===== config.mk =====
export PLATFORM = sky130hd
export DESIGN_NAME = cfa_step_lane
export DESIGN_NICKNAME = d
export VERILOG_FILES = /design/src/rtl/cfa_pkg.sv /design/src/rtl/cfa_step_lane.sv
export SDC_FILE = /design/constraint.sdc
export NUM_CORES = 2
export LEC_CHECK = 0
export BUFFER_PORTS_ARGS = -buffer_cell sky130_fd_sc_hd__buf_2
export CAP_MARGIN = 10
export CORE_ASPECT_RATIO = 2
export CORE_MARGIN = 3
export CORE_UTILIZATION = 65
export DETAILED_ROUTE_END_ITERATION = 8
export GPL_TIMING_DRIVEN = 1
export PLACE_DENSITY = 0.83
export SYNTH_ARGS = -nofsm -noshare
export SYNTH_HDL_FRONTEND = slang
export SYNTH_SLANG_ARGS = --single-unit
export TNS_END_PERCENT = 1

===== constraint.sdc =====
create_clock -name i_clk -period 18.5 [get_ports i_clk]
set_input_delay 3.7 -clock i_clk [delete_from_list [all_inputs] [get_ports i_clk]]
set_output_delay 3.7 -clock i_clk [all_outputs]
set_load 0.005 [all_outputs]

===== src/rtl/cfa_pkg.sv =====
// Package for the complementary filter attitude unit.
// Holds control state types, fixed widths, the CORDIC angle table and register indexes.
// No dependencies.
`timescale 1ns / 1ps

package cfa_pkg;

    localparam int CFG_IDX_W = 3;
    localparam int CFG_DATA_W = 16;

    localparam logic [CFG_IDX_W-1:0] REG_MAG_OFFSET_X = 3'd0;
    localparam logic [CFG_IDX_W-1:0] REG_MAG_OFFSET_Y = 3'd1;
    localparam logic [CFG_IDX_W-1:0] REG_MAG_OFFSET_Z = 3'd2;
    localparam logic [CFG_IDX_W-1:0] REG_MAG_SCALE_X = 3'd3;
    localparam logic [CFG_IDX_W-1:0] REG_MAG_SCALE_Y = 3'd4;
    localparam logic [CFG_IDX_W-1:0] REG_MAG_SCALE_Z = 3'd5;
    localparam logic [CFG_IDX_W-1:0] REG_BLEND_GAIN = 3'd6;

    localparam logic [15:0] SCALE_RESET = 16'd16384;
    localparam logic [15:0] GAIN_RESET = 16'd64225;

    localparam int BIAS_W = 24;
    localparam int COUNT_W = 9;
    localparam int DELTA_W = 26;
    localparam int MAG_W = 25;
    localparam int KPROD_W = 57;
    localparam int MACC_W = 89;
    localparam int QSHIFT = 40;
    localparam int DIV_W = 50;
    localparam int DIV_STEPS = 25;
    localparam int STEP_W = 33;
    localparam int CW = 36;
    localparam int ZW = 24;
    localparam int ANG_W = 15;

    localparam logic [31:0] STEP_K = 32'd3937335981;
    localparam logic signed [ZW-1:0] Z_QUARTER = 24'sd1474560;
    localparam logic signed [15:0] ANG_LIMIT = 16'sd11520;

    localparam logic [19:0] ATAN_TAB [16] = '{
        20'd737280, 20'd435242, 20'd229970, 20'd116736,
        20'd58595, 20'd29326, 20'd14667, 20'd7334,
        20'd3667, 20'd1833, 20'd917, 20'd458,
        20'd229, 20'd115, 20'd57, 20'd29
    };

    typedef enum logic [1:0] {
        PH_CALIB,
        PH_PRIME,
        PH_RUN
    } t_phase;

    typedef enum logic [2:0] {
        ST_IDLE,
        ST_PREP,
        ST_START,
        ST_LANES,
        ST_MERGE,
        ST_PUSH
    } t_ctl_st;

    typedef enum logic [1:0] {
        L_IDLE,
        L_MULK,
        L_MULT,
        L_DIV
    } t_lane_st;

    typedef enum logic [1:0] {
        C_IDLE,
        C_ITER,
        C_FIN
    } t_cor_st;

    typedef enum logic [1:0] {
        M_IDLE,
        M_LO,
        M_HI,
        M_FIN
    } t_mrg_st;

    typedef struct packed {
        logic signed [15:0] state;
        logic signed [STEP_W-1:0] step;
        logic signed [ANG_W-1:0] acc;
    } t_blend_in;

endpackage


===== src/rtl/cfa_step_lane.sv =====
// Gyro angle step lane: |D|*K by one multiply, times dt bit-serially, then radix-4 divide by N.
// Depends on cfa_pkg.
`timescale 1ns / 1ps

module cfa_step_lane #(
    parameter int CALIB_SAMPLES = 250
) (
    input  logic                                 i_clk,
    input  logic                                 i_rst_n,
    input  logic                                 i_start,
    input  logic signed [cfa_pkg::DELTA_W-1:0]   i_delta,
    input  logic [31:0]                          i_dt,
    output logic                                 o_busy,
    output logic signed [cfa_pkg::STEP_W-1:0]    o_step
);
    import cfa_pkg::*;

    localparam logic [9:0] DIVISOR = 10'(CALIB_SAMPLES);

    t_lane_st r_st, n_st;
    logic r_neg;
    logic [MAG_W-1:0] r_mag;
    logic [31:0] r_dt;
    logic [KPROD_W-1:0] r_a;
    logic [MACC_W-1:0] r_acc;
    logic [DIV_W-1:0] r_q;
    logic [8:0] r_rem;
    logic [4:0] r_cnt;
    logic signed [STEP_W-1:0] r_step;

    logic [MACC_W-1:0] acc_nx;
    logic [9:0] t1, t2, s1, s2;
    logic b1, b2;
    logic [DIV_W-1:0] q_nx;
    logic [30:0] p_sat;

    always_comb begin
        acc_nx = {r_acc[MACC_W-2:0], 1'b0} + (r_dt[31] ? MACC_W'(r_a) : '0);
        t1 = {r_rem, r_q[DIV_W-1]};
        b1 = (t1 >= DIVISOR);
        s1 = b1 ? (t1 - DIVISOR) : t1;
        t2 = {s1[8:0], r_q[DIV_W-2]};
        b2 = (t2 >= DIVISOR);
        s2 = b2 ? (t2 - DIVISOR) : t2;
        q_nx = {r_q[DIV_W-3:0], b1, b2};
        p_sat = (q_nx[DIV_W-1:31] != '0) ? 31'h7FFFFFFF : q_nx[30:0];
    end

    always_comb begin
        n_st = r_st;
        case (r_st)
            L_IDLE: if (i_start) n_st = L_MULK;
            L_MULK: n_st = L_MULT;
            L_MULT: if (r_cnt == 5'd31) n_st = L_DIV;
            L_DIV:  if (r_cnt == 5'(DIV_STEPS - 1)) n_st = L_IDLE;
            default: n_st = L_IDLE;
        endcase
    end

    always_comb begin
        o_busy = (r_st != L_IDLE);
        o_step = r_step;
    end

    always_ff @(posedge i_clk) begin
        if (!i_rst_n) begin
            r_st <= L_IDLE;
        end else begin
            r_st <= n_st;
        end
    end

    always_ff @(posedge i_clk) begin
        case (r_st)
            L_IDLE: begin
                if (i_start) begin
                    r_neg <= i_delta[DELTA_W-1];
                    r_mag <= MAG_W'(i_delta[DELTA_W-1] ? -i_delta : i_delta);
                    r_dt <= i_dt;
                end
            end
            L_MULK: begin
                r_a <= r_mag * STEP_K;
                r_acc <= '0;
                r_cnt <= '0;
            end
            L_MULT: begin
                r_acc <= acc_nx;
                r_dt <= {r_dt[30:0], 1'b0};
                r_cnt <= r_cnt + 5'd1;
                if (r_cnt == 5'd31) begin
                    r_q <= DIV_W'(acc_nx[MACC_W-1:QSHIFT]);
                    r_rem <= '0;
                    r_cnt <= '0;
                end
            end
            L_DIV: begin
                r_q <= q_nx;
                r_rem <= s2[8:0];
                r_cnt <= r_cnt + 5'd1;
                if (r_cnt == 5'(DIV_STEPS - 1)) begin
                    r_step <= r_neg ? -$signed({2'b00, p_sat}) : $signed({2'b00, p_sat});
                end
            end
            default: ;
        endcase
    end

endmodule


==> impl_metrics.json <==
{
  "arrival_ns": 8.69,
  "fill_cells": 3514,
  "avgSynthCellArea_sq_um": 10.4,
  "drt-wirelength-per-cell_um": 23.6,
  "seq_area_frac_synth_pct": 29.0,
  "drive_gt1_share_pct": 7.82,
  "ys_seq_elements": 302,
  "clk_pin_slew_ns": 0.07,
  "ys_async_sr_fraction_pct": 0,
  "synth_area_leaders": "edfxtp_1 (29%), fa_1 (22%), ha_1 (13%)",
  "holdCritPathClass": "reg -> reg",
  "io_pins": 95,
  "nNetsFinal": 3787,
  "stdcell_area_sq_um": 33200,
  "drv_cap": 0,
  "hold_viol_final": 0,
  "path_class": "reg -> reg",
  "rows": 112,
  "area_delta_synth_final_pct": 6.50,
  "cts_buffers": 28,
  "ys_warn_count": 0,
  "grt_max_degree": 71,
  "postCtsHoldBufs": 0,
  "status": "completed",
  "h-tree-depth": 1,
  "synth_edf_count": 300,
  "drt_iter0_markers": 1555,
  "synth_cell_type_count": 72,
  "max_freq_mhz": 120,
  "placed_cell_area_sq_um": 32200,
  "yosys.area.top_type_share_pct": 28.9,
  "dr.pass1.iters": 8,
  "fin_skew_ns": 0.0205,
  "yosys_most_used_dff": "edfxtp_1",
  "viasPerCell": 5.98,
  "portBuffers": 94,
  "antenna_found_initial": 1,
  "period_share_pct": 45.2,
  "vias": 22175,
  "grt_use_total_pct": 35.2,
  "antenna_left": 0,
  "dp_hpwl_um": 73500,
  "place.gp.congestion": 1.05,
  "slew_violations": 0,
  "start_kind": "flip-flop",
  "grt_pass1_vias": 24575,
  "period_needed_ns": 8.36,
  "rsz0062_at_grt": "no",
  "cts_setup_buffers": 0,
  "core_sq_um": 47100,
  "die-width_um": 161,
  "tightest_slew_ns": 1.03,
  "ctsLongestPathBuffers": 3,
  "die_area_sq_um": 50800,
  "cts_resized": 0,
  "r2r-start": "r_mag[10]",
  "crit_path_start": "r_mag[10]",
  "drc_errors": 0,
  "finalSetupViolCount": 0,
  "syn_inst": 3007,
  "cts.sinks": 302,
  "grt_pass1_wl_um": 135000,
  "endpoint_kind": "flip-flop",
  "synth.cell_area_sq_um": 31200,
  "syn_nets": 3732,
  "wl_um": 87600,
  "gr-total-overflow": 0,
  "fin_tns_setup_ns": 0,
  "cts_tree": "built",
  "cts_root_buf": "clkbuf_16",
  "clk_latency_ns": 0.59,
  "floorplan.initialDensity_pct": 66.2,
  "worstPathMaxFanout": 6,
  "max-slew-margin-rel_pct": 30.6,
  "synth_top_cell_by_area": "edfxtp_1",
  "hold_start": "r_dt[1]",
  "cp.required_ns": 18.83,
  "fp.dieH_um": 316
}
logic make-up after synthesis:
family | Yosys count | share of synthesized area, %
simple gates | 671 | 10.8
fa+ha+maj | 664 | 34.9
buf+inv | 625 | 7.53
compound gates | 494 | 10.2
flops | 302 | 29.0
xor+xnor | 190 | 5.34
mux | 61 | 2.21
layout by cell type (no fill, tap or decap), types with 17 or more instances in the layout:
cell type | synthesis | routed
inv_1 | 539 | 539
nand2_1 | 147 | 147
nor2b_1 | 20 | 20
mux2_2 | 58 | 58
and3_1 | 20 | 20
nor4_1 | 27 | 27
a21o_1 | 86 | 86
buf_2 | 1 | 95
ha_1 | 321 | 318
nand4_1 | 37 | 37
o21ai_0 | 123 | 122
nor2_1 | 176 | 174
nand2b_1 | 23 | 23
xor2_1 | 87 | 87
nor3_1 | 36 | 36
clkbuf_16 | 0 | 29
o311ai_0 | 17 | 17
fa_1 | 343 | 343
xnor2_1 | 103 | 103
a21oi_1 | 134 | 134
nand3_1 | 38 | 38
or3_1 | 17 | 17
edfxtp_1 | 300 | 300
and2_1 | 96 | 96
sequential cells by signal (all words and copies together) (netlist names):
signal / count
r_a: 57
r_cnt: 5
r_st: 2
r_neg: 1
r_q: 50
r_dt: 32
r_acc: 88
r_mag: 25
r_rem: 9
o_step: 33
layout make-up:
class                           instances  area (sq um)  share of cell area (%)
Multi-Input combinational cell       2080         19800                    59.7
Clock buffer                           31           733                    2.21
Tap cell                              627           785                    2.36
Timing Repair Buffer                  110           608                    1.83
Antenna cell                            1          2.50                 0.00754
Clock inverter                         20           183                   0.551
Sequential cell                       302          9050                    27.3
Inverter                              540          2030                    6.11
through the flow:
stage / instances / util (%) / hold slack [ns] / setup slack, ns
CTS: 3709 / 70.4 / 0.551 / 10.24
detailed placement: 3658 / 68.5 / 0.520 / 10.29
floorplan: 3007 / - / 0.503 / 11.20
global placement: 3657 / 68.5 / 0.522 / 9.97
finish: 3711 / 70.5 / 0.551 / 10.14
global route: 3710 / 70.5 / 0.554 / 9.86
critical path, stage by stage (launching register included):
cell	delay, ns
edfxtp_1	0.56
ha_1	0.68
inv_1	0.18
fa_1	0.56
inv_1	0.05
fa_1	0.52
fa_1	0.44
fa_1	0.52
fa_1	0.55
inv_1	0.06
fa_1	0.54
inv_1	0.05
ha_1	0.37
a21o_1	0.21
a21o_1	0.18
a221oi_1	0.37
o21ai_0	0.26
or3b_2	0.50
o21ai_0	0.47
or2_2	0.22
a311oi_1	0.16
a221o_1	0.39
a21oi_1	0.17
xnor2_1	0.08
Yosys cell counts (4+ instances only):
library cell and n:
a211oi_1 16, a21boi_0 4, a21o_1 86, a21oi_1 134, a221o_1 8, a22o_1 4
a311oi_1 4, a31oi_1 13, and2_1 96, and3_1 20, and4_1 7, buf_1 4
clkbuf_1 80, edfxtp_1 300, fa_1 343, ha_1 321, inv_1 539, mux2_2 58
nand2_1 147, nand2b_1 23, nand3_1 38, nand4_1 37, nor2_1 176, nor2b_1 20
nor3_1 36, nor4_1 27, o211ai_1 5, o21a_1 11, o21ai_0 123, o21bai_1 13
o221a_2 4, o311ai_0 17, o31ai_1 13, o41ai_1 5, or2_2 6, or3_1 17
or4_1 11, xnor2_1 103, xor2_1 87
layer usage:
layer | wire, um | up-vias | GRT usage, %
met2 | 48700 | 762 | 68.9
met1 | 27400 | 10899 | 33.0
met3 | 2810 | 308 | 2.90
met4 | 8800 | 0 | 27.4
met5 | 0 | - | 0
li1 | - | 10206 | -
worst paths after layout:
check	slack [ns]	to	cells after the start
min	0.55	r_dt[2]	1
max	10.14	r_a[56]	23
min reg2reg	0.55	r_dt[2]	1
max reg2reg	10.14	r_a[56]	23
Power is not shown: default switching activity piles up to over one toggle a cycle in this logic, so the estimate is an artifact.
