File: src/rtl/cfa_pkg.sv
// Package for the complementary filter attitude unit.
// Holds control state types, fixed widths, the CORDIC angle table and register indexes.
// No dependencies.
`timescale 1ns / 1ps

package cfa_pkg;

    localparam int CFG_IDX_W = 3;
    localparam int CFG_DATA_W = 16;

    localparam logic [CFG_IDX_W-1:0] REG_MAG_OFFSET_X = 3'd0;
    localparam logic [CFG_IDX_W-1:0] REG_MAG_OFFSET_Y = 3'd1;
    localparam logic [CFG_IDX_W-1:0] REG_MAG_OFFSET_Z = 3'd2;
    localparam logic [CFG_IDX_W-1:0] REG_MAG_SCALE_X = 3'd3;
    localparam logic [CFG_IDX_W-1:0] REG_MAG_SCALE_Y = 3'd4;
    localparam logic [CFG_IDX_W-1:0] REG_MAG_SCALE_Z = 3'd5;
    localparam logic [CFG_IDX_W-1:0] REG_BLEND_GAIN = 3'd6;

    localparam logic [15:0] SCALE_RESET = 16'd16384;
    localparam logic [15:0] GAIN_RESET = 16'd64225;

    localparam int BIAS_W = 24;
    localparam int COUNT_W = 9;
    localparam int DELTA_W = 26;
    localparam int MAG_W = 25;
    localparam int KPROD_W = 57;
    localparam int MACC_W = 89;
    localparam int QSHIFT = 40;
    localparam int DIV_W = 50;
    localparam int DIV_STEPS = 25;
    localparam int STEP_W = 33;
    localparam int CW = 36;
    localparam int ZW = 24;
    localparam int ANG_W = 15;

    localparam logic [31:0] STEP_K = 32'd3937335981;
    localparam logic signed [ZW-1:0] Z_QUARTER = 24'sd1474560;
    localparam logic signed [15:0] ANG_LIMIT = 16'sd11520;

    localparam logic [19:0] ATAN_TAB [16] = '{
        20'd737280, 20'd435242, 20'd229970, 20'd116736,
        20'd58595, 20'd29326, 20'd14667, 20'd7334,
        20'd3667, 20'd1833, 20'd917, 20'd458,
        20'd229, 20'd115, 20'd57, 20'd29
    };

    typedef enum logic [1:0] {
        PH_CALIB,
        PH_PRIME,
        PH_RUN
    } t_phase;

    typedef enum logic [2:0] {
        ST_IDLE,
        ST_PREP,
        ST_START,
        ST_LANES,
        ST_MERGE,
        ST_PUSH
    } t_ctl_st;

    typedef enum logic [1:0] {
        L_IDLE,
        L_MULK,
        L_MULT,
        L_DIV
    } t_lane_st;

    typedef enum logic [1:0] {
        C_IDLE,
        C_ITER,
        C_FIN
    } t_cor_st;

    typedef enum logic [1:0] {
        M_IDLE,
        M_LO,
        M_HI,
        M_FIN
    } t_mrg_st;

    typedef struct packed {
        logic signed [15:0] state;
        logic signed [STEP_W-1:0] step;
        logic signed [ANG_W-1:0] acc;
    } t_blend_in;

endpackage

File: src/rtl/cfa_cordic_lane.sv
// atan2 lane: vectoring CORDIC, one micro-rotation per cycle, 1/64 degree result.
// Depends on cfa_pkg.
`timescale 1ns / 1ps

module cfa_cordic_lane (
    input  logic                               i_clk,
    input  logic                               i_rst_n,
    input  logic                               i_start,
    input  logic signed [cfa_pkg::CW-1:0]      i_x,
    input  logic signed [cfa_pkg::CW-1:0]      i_y,
    output logic                               o_busy,
    output logic signed [cfa_pkg::ANG_W-1:0]   o_angle
);
    import cfa_pkg::*;

    t_cor_st r_st, n_st;
    logic signed [CW-1:0] r_x, r_y;
    logic signed [ZW-1:0] r_z;
    logic [3:0] r_i;
    logic r_zero;
    logic signed [ANG_W-1:0] r_angle;

    logic signed [CW-1:0] dx, dy;
    logic signed [ZW-1:0] tab;
    logic signed [15:0] rnd;
    logic signed [ZW-1:0] zr;

    always_comb begin
        dx = r_x >>> r_i;
        dy = r_y >>> r_i;
        tab = $signed(ZW'(ATAN_TAB[r_i]));
        zr = (r_z + 24'sd128) >>> 8;
        rnd = zr[15:0];
    end

    always_comb begin
        n_st = r_st;
        case (r_st)
            C_IDLE: if (i_start) n_st = C_ITER;
            C_ITER: if (r_i == 4'd15) n_st = C_FIN;
            C_FIN:  n_st = C_IDLE;
            default: n_st = C_IDLE;
        endcase
    end

    always_comb begin
        o_busy = (r_st != C_IDLE);
        o_angle = r_angle;
    end

    always_ff @(posedge i_clk) begin
        if (!i_rst_n) begin
            r_st <= C_IDLE;
        end else begin
            r_st <= n_st;
        end
    end

    always_ff @(posedge i_clk) begin
        case (r_st)
            C_IDLE: begin
                if (i_start) begin
                    r_zero <= (i_x == '0) && (i_y == '0);
                    r_i <= '0;
                    if (i_x < 0) begin
                        if (i_y >= 0) begin
                            r_x <= i_y;
                            r_y <= -i_x;
                            r_z <= Z_QUARTER;
                        end else begin
                            r_x <= -i_y;
                            r_y <= i_x;
                            r_z <= -Z_QUARTER;
                        end
                    end else begin
                        r_x <= i_x;
                        r_y <= i_y;
                        r_z <= '0;
                    end
                end
            end
            C_ITER: begin
                r_i <= r_i + 4'd1;
                if (r_y > 0) begin
                    r_x <= r_x + dy;
                    r_y <= r_y - dx;
                    r_z <= r_z + tab;
                end else begin
                    r_x <= r_x - dy;
                    r_y <= r_y + dx;
                    r_z <= r_z - tab;
                end
            end
            C_FIN: begin
                if (r_zero) begin
                    r_angle <= '0;
                end else if (zr > ZW'(ANG_LIMIT)) begin
                    r_angle <= ANG_W'(ANG_LIMIT);
                end else if (zr < -ZW'(ANG_LIMIT)) begin
                    r_angle <= ANG_W'(-ANG_LIMIT);
                end else begin
                    r_angle <= ANG_W'(rnd);
                end
            end
            default: ;
        endcase
    end

endmodule

File: config.mk
export PLATFORM = sky130hd
export DESIGN_NAME = cfa_cordic_lane
export DESIGN_NICKNAME = d
export VERILOG_FILES = /design/src/rtl/cfa_pkg.sv /design/src/rtl/cfa_cordic_lane.sv
export SDC_FILE = /design/constraint.sdc
export NUM_CORES = 1
export LEC_CHECK = 0
export ABC_AREA = 1
export BUFFER_PORTS_ARGS = -buffer_cell sky130_fd_sc_hd__clkbuf_2
export CAP_MARGIN = 20
export CORE_MARGIN = 2
export CORE_UTILIZATION = 50
export DETAILED_ROUTE_END_ITERATION = 7
export GPL_TIMING_DRIVEN = 0
export PLACE_DENSITY = 0.7
export SYNTH_ARGS = -nofsm -noshare
export SYNTH_HDL_FRONTEND = slang
export SYNTH_SLANG_ARGS = --single-unit
File: constraint.sdc
create_clock -name i_clk -period 3.6 [get_ports i_clk]
set_input_delay 0.54 -clock i_clk [delete_from_list [all_inputs] [get_ports i_clk]]
set_output_delay 0.54 -clock i_clk [all_outputs]
set_load 0.01 [all_outputs]
==> flow_metrics.py, run 1 <==
metrics = {
    "placed_design": {
        "port_buffers": 87,
        "dpl.hpwl_mm": 75.3,
        "dpl.cell_count": 3695,
        "gp_congestion": 1.10,
        "dp_slack_ns": -2.43,
    },
    "clocking": {
        "cts.path.max_buffers": 2,
        "cts_buffers": 17,
        "clock-sinks": 118,
        "root_buffer": "clkbuf_16",
        "cts_hold_buf": 0,
        "h-tree-depth": 4,
    },
    "synth": {
        "synth-seq-area-share_pct": 18.8,
        "netlist_instances": 3138,
        "yosys_most_used_dff": "edfxtp_1",
        "syn_nets": 3321,
        "async_flop_share_pct": 0,
        "synth-edff-count": 116,
        "syn_area_per_cell_um2": 5.99,
        "syn_area_um2": 18800,
        "synth_seq_cells": 118,
        "ys_types": 61,
        "synth_warnings": 0,
    },
    "floorplan": {
        "chipWidth_um": 198,
        "fp-row-count": 70,
        "ios": 91,
        "die_h_um": 198,
        "initial_core_util_pct": 51.1,
    },
    "status": {
        "status": "aborted with a tool error",
        "firstError": "[ERROR GRT-0232] Routing congestion too high. Check the congestion heatmap in the GUI.",
        "stop_stage": "5_1_grt",
    },
    "global_routing": {
        "groute.usage.overall_pct": 68.5,
        "grt_overflow": 15,
        "grt_start_max_net_pins": 63,
    },
    "sta": {
        "endpoint_type": "sequential cell input",
        "worst_endpoint": "r_z[22]$_DFFE_PP_/D",
    },
}
-- kinds of logic after synthesis --
group,share of synthesized area [%]
AND/OR/NAND/NOR,39.7
AO/OA/AOI/OAI,18.6
buffers and inverters,8.95
XOR/XNOR,6.58
flip-flops,18.8
adder cells (fa/ha/maj),7.31
multiplexers,0.107
-- through the flow --
step                setup TNS, ns  instance area, um^2
floorplan                   -2.30                19100
global placement          -209.63                20100
detailed placement        -112.12                20200
CTS                        -34.36                25400
-- cells in the mapped netlist, types with 4 or more instances --
library cell | number | area [um^2]
o21bai_1 | 14 | 105
a21oi_2 | 6 | 52.6
xnor2_1 | 48 | 420
buf_2 | 31 | 155
ha_1 | 105 | 1310
a31oi_1 | 33 | 206
o21a_1 | 15 | 113
inv_1 | 285 | 1070
a21boi_0 | 6 | 45.0
xor2_1 | 93 | 815
a21o_1 | 12 | 90.1
o21ai_1 | 15 | 75.1
nand3_1 | 422 | 2110
inv_2 | 4 | 15.0
o21ai_2 | 9 | 78.8
clkbuf_1 | 56 | 210
buf_6 | 10 | 113
o221ai_1 | 21 | 184
nand4_1 | 41 | 257
buf_4 | 6 | 45.0
o211ai_1 | 13 | 97.6
nor4_1 | 14 | 87.6
nor2_1 | 347 | 1300
o21ai_0 | 198 | 991
nand2_1 | 842 | 3160
o31ai_1 | 11 | 82.6
nand3b_1 | 6 | 45.0
edfxtp_1 | 116 | 3480
nor3_1 | 34 | 170
o22ai_1 | 7 | 43.8
a21oi_1 | 238 | 1190
nand2_2 | 6 | 37.5
nor2_2 | 11 | 68.8
buf_1 | 16 | 60.1
-- timing repair --
action	in CTS
pin swaps	188
endpoints found under the hold margin	0
gates resized for setup	722
endpoints found under the setup margin	93
gates cloned	10
setup buffers	188
-- layer usage --
metal  overflow  global-route usage (%)
met5          0                    21.1
met1          0                    72.3
met3          0                    50.5
met2          9                    85.9
met4          6                    60.9
==> run 2: changes to the inputs <==
--- a/config.mk
+++ b/config.mk
@@ -9,10 +9,10 @@
 export BUFFER_PORTS_ARGS = -buffer_cell sky130_fd_sc_hd__clkbuf_2
 export CAP_MARGIN = 20
 export CORE_MARGIN = 2
-export CORE_UTILIZATION = 50
+export CORE_UTILIZATION = 35
 export DETAILED_ROUTE_END_ITERATION = 7
 export GPL_TIMING_DRIVEN = 0
-export PLACE_DENSITY = 0.7
+export PLACE_DENSITY_LB_ADDON = 0.15
 export SYNTH_ARGS = -nofsm -noshare
 export SYNTH_HDL_FRONTEND = slang
 export SYNTH_SLANG_ARGS = --single-unit
==> constraint.sdc (replaced) <==
create_clock -name i_clk -period 4.7 [get_ports i_clk]
set_input_delay 0.705 -clock i_clk [delete_from_list [all_inputs] [get_ports i_clk]]
set_output_delay 0.705 -clock i_clk [all_outputs]
set_load 0.01 [all_outputs]
==> flow_metrics.py, run 2 <==
metrics = {
    "layout": {
        "finalNetCount": 3541,
        "nFillCells": 5626,
        "layout_commonest_cell": "nand2_1",
        "finish.utilization_pct": 45.0,
        "reg.largest.list": "r_x x36, r_y x36, r_z x24",
        "design_area_um2": 23700,
        "drive_gt1_share_pct": 19.8,
        "diodes": 0,
        "areaGrowthSynthToFinish_pct": 26.4,
        "final_cell_mix": "768 x nand2_1, 393 x nand3_1, 308 x nor2_1, 279 x inv_1, 198 x a21oi_1",
        "seqCellArea_um2": 3520,
        "multi_input_area_um2": 15400,
    },
    "sta": {
        "hold_viol_final": 0,
        "max_slew_margin_pct": 18.3,
        "setup_violations": 0,
        "drv_slew": 0,
        "timing.final.crit_share_pct": 98.0,
        "worstMarginPinSlew_ns": 1.23,
        "clock_skew_ns": 0.0156,
        "fin_hold_ws_ns": 0.427,
        "rsz0062_at_grt": "yes",
        "layout_min_cycle_time_ns": 4.61,
        "max_freq_mhz": 217,
        "fin_ws_ns": 0.0920,
    },
    "power_and_ir_drop": {
        "netSwitchingPower_mw": 7.72,
        "power-per-cell-area_nw_per_um2": 576,
        "peakVddDrop_uv": 350,
        "internal_power_mw": 5.96,
        "seqPwrFrac_pct": 13.2,
        "power_leakage_nw": 10.4,
        "switching_share_pct": 56.4,
        "p_clk_share_pct": 10.4,
        "combPwrFrac_pct": 76.5,
    },
    "placed_design": {
        "gp_congestion": 1.03,
        "port_buffers": 87,
        "placement.cell_area_um2": 20300,
        "dpl.hpwl_mm": 84.4,
        "dp_slack_ns": -1.72,
    },
    "floorplan": {
        "die_h_um": 236,
        "initial_core_util_pct": 35.6,
        "chipWidth_um": 236,
        "ios": 91,
        "coreArea_um2": 52800,
        "die_area_um2": 55500,
        "fp-row-count": 84,
    },
    "global_routing": {
        "grt_pass1_wl_mm": 148,
        "grt_pass1_vias": 21900,
        "grt_start_max_net_pins": 56,
        "grt_overflow": 0,
        "groute.usage.overall_pct": 36.7,
        "antenna_found_initial": 0,
    },
    "routing": {
        "wl_per_cell_um": 25.9,
        "drt_iter0_drc": 2434,
        "ant_nets": 0,
        "drcViolationCount": 0,
        "via_per_inst": 5.92,
        "drt_pre_antenna_iters": 5,
        "num_vias": 24000,
        "drt-total-wl_mm": 105,
    },
    "synth": {
        "yosysTopAreaCell": "edfxtp_1",
        "netlist_instances": 3138,
        "ys_types": 61,
        "synthTopCellsByCount": "842 x nand2_1, 422 x nand3_1, 347 x nor2_1",
        "synth-seq-area-share_pct": 18.8,
        "syn_area_per_cell_um2": 5.99,
        "synth.most_common_cell": "nand2_1",
        "synth-edff-count": 116,
        "synth_warnings": 0,
        "syn_area_um2": 18800,
        "synth_top_area_share_pct": 18.5,
        "synth_seq_cells": 118,
        "synth_area_leaders": "edfxtp_1 19%, nand2_1 17%, nand3_1 11%, ha_1 7.0%, nor2_1 6.9%",
        "yosys_most_used_dff": "edfxtp_1",
        "async_flop_share_pct": 0,
        "syn_nets": 3321,
    },
    "critical_path": {
        "cp_data_required_time_ns": 4.95,
        "r2r_slack_ns": 0.09,
        "crit_buf_inv": 6,
        "crit_type": "reg2reg",
        "cpLargestDelayFamily": "simple AND/OR/NAND/NOR gates",
        "cp-start-kind": "flip-flop",
        "r2r-end": "r_x[35]",
        "reg2reg_from": "r_i[0]",
        "cp-end-kind": "flip-flop",
        "r2r_cells": 29,
        "slowest_stage": "edfxtp_1",
        "slowest_delay_ns": 0.43,
        "worstPathMaxFanout": 10,
        "arrival_ns": 4.85,
    },
    "clocking": {
        "h-tree-depth": 4,
        "clock_latency_ns": 0.50,
        "clock-sinks": 118,
        "root_buffer": "clkbuf_16",
        "cts_buffers": 17,
        "clk_pin_slew_ns": 0.07,
        "cts_tree": "yes",
        "cts.path.max_buffers": 2,
    },
    "min_path": {
        "hold_path_depth": 3,
        "min_from": "i_rst_n",
        "hold_end": "r_st[0]",
        "min_path_type": "in2reg",
    },
    "run": {
        "maxCapViolations": 0,
    },
    "status": {
        "status": "complete, no violations",
    },
}
## run 2: cell counts after synthesis
No cell type changed its count.
## run 2: power by group through the flow
| stage | sequential [mW] | combinational (mW) | clock, mW |
|---|---|---|---|
| 2_1_floorplan | 1.65 | 5.73 | 0 |
| 3_3_place_gp | 1.89 | 8.15 | 0 |
| 3_5_place_dp | 1.87 | 8.22 | 0 |
| 4_1_cts | 1.80 | 8.85 | 1.45 |
| 5_1_grt | 1.81 | 11.3 | 1.47 |
| 6_report | 1.80 | 10.5 | 1.42 |
## run 2: metrics by stage
step	total power [mW]	cells	setup TNS, ns
after floorplan	7.39	3138	0
after global placement	10.0	3913	-303.30
after detailed placement	10.1	3924	-56.03
after CTS	12.1	3986	-0.0323
after global routing	14.6	4059	-0.294
final	13.7	4059	0
## run 2: how the worst max path moves through the flow
stage	start	depth (start not counted)	endpoint
after CTS	r_i[0]	21	r_y[26]
final	r_i[0]	29	r_x[35]
after global placement	r_st[0]	6	r_x[29]
after floorplan	r_i[0]	29	r_x[21]
after detailed placement	r_y[30]	19	r_y[26]
after global routing	r_i[0]	29	r_x[35]
## run 2: area by class of cell
type	count	share of cell area, %
clock buffers	17	1.79
inverters	292	4.69
repair buffers	201	6.04
repair inverters	1	0.0369
plain buffers	118	3.35
flip-flops and latches	118	14.8
multi-input cells	2609	64.9
well taps	688	3.63
clock inverters	15	0.717
## run 2: cells by family (layout without fill, tap and decap cells)
group                    count (synthesis)  count (layout)  synth area share [%]
adder cells (fa/ha/maj)                108             108                  7.31
AND/OR/NAND/NOR                       1745            1745                  39.7
XOR/XNOR                               141             141                  6.58
multiplexers                             2               2                 0.107
flip-flops                             118             118                  18.8
buffers and inverters                  411             644                  8.95
AO/OA/AOI/OAI                          613             613                  18.6
## run 2: worst min-delay path, stage by stage
cell,delay [ns]
clkbuf_2,0.08
inv_1,0.06
a21oi_1,0.04
## run 2: timing repair
item,4_1_cts,5_1_grt
setup buffers,30,70
gates resized for setup,177,348
cloned,1,3
endpoints found under the hold margin,0,0
hold buffers,0,0
pin swaps,24,105
setup endpoints to repair,78,56
## run 2: layer usage
metal	wire, um	GRT usage [%]	vias up	share of wire [%]
met2	46700	58.1	1232	44
met4	7450	22.6	0	7.1
met3	8650	5.82	269	8.2
met5	0	0	-	0
li1	-	-	11100	-
met1	42400	46.6	11400	40
(Power assumes the default switching activity.)
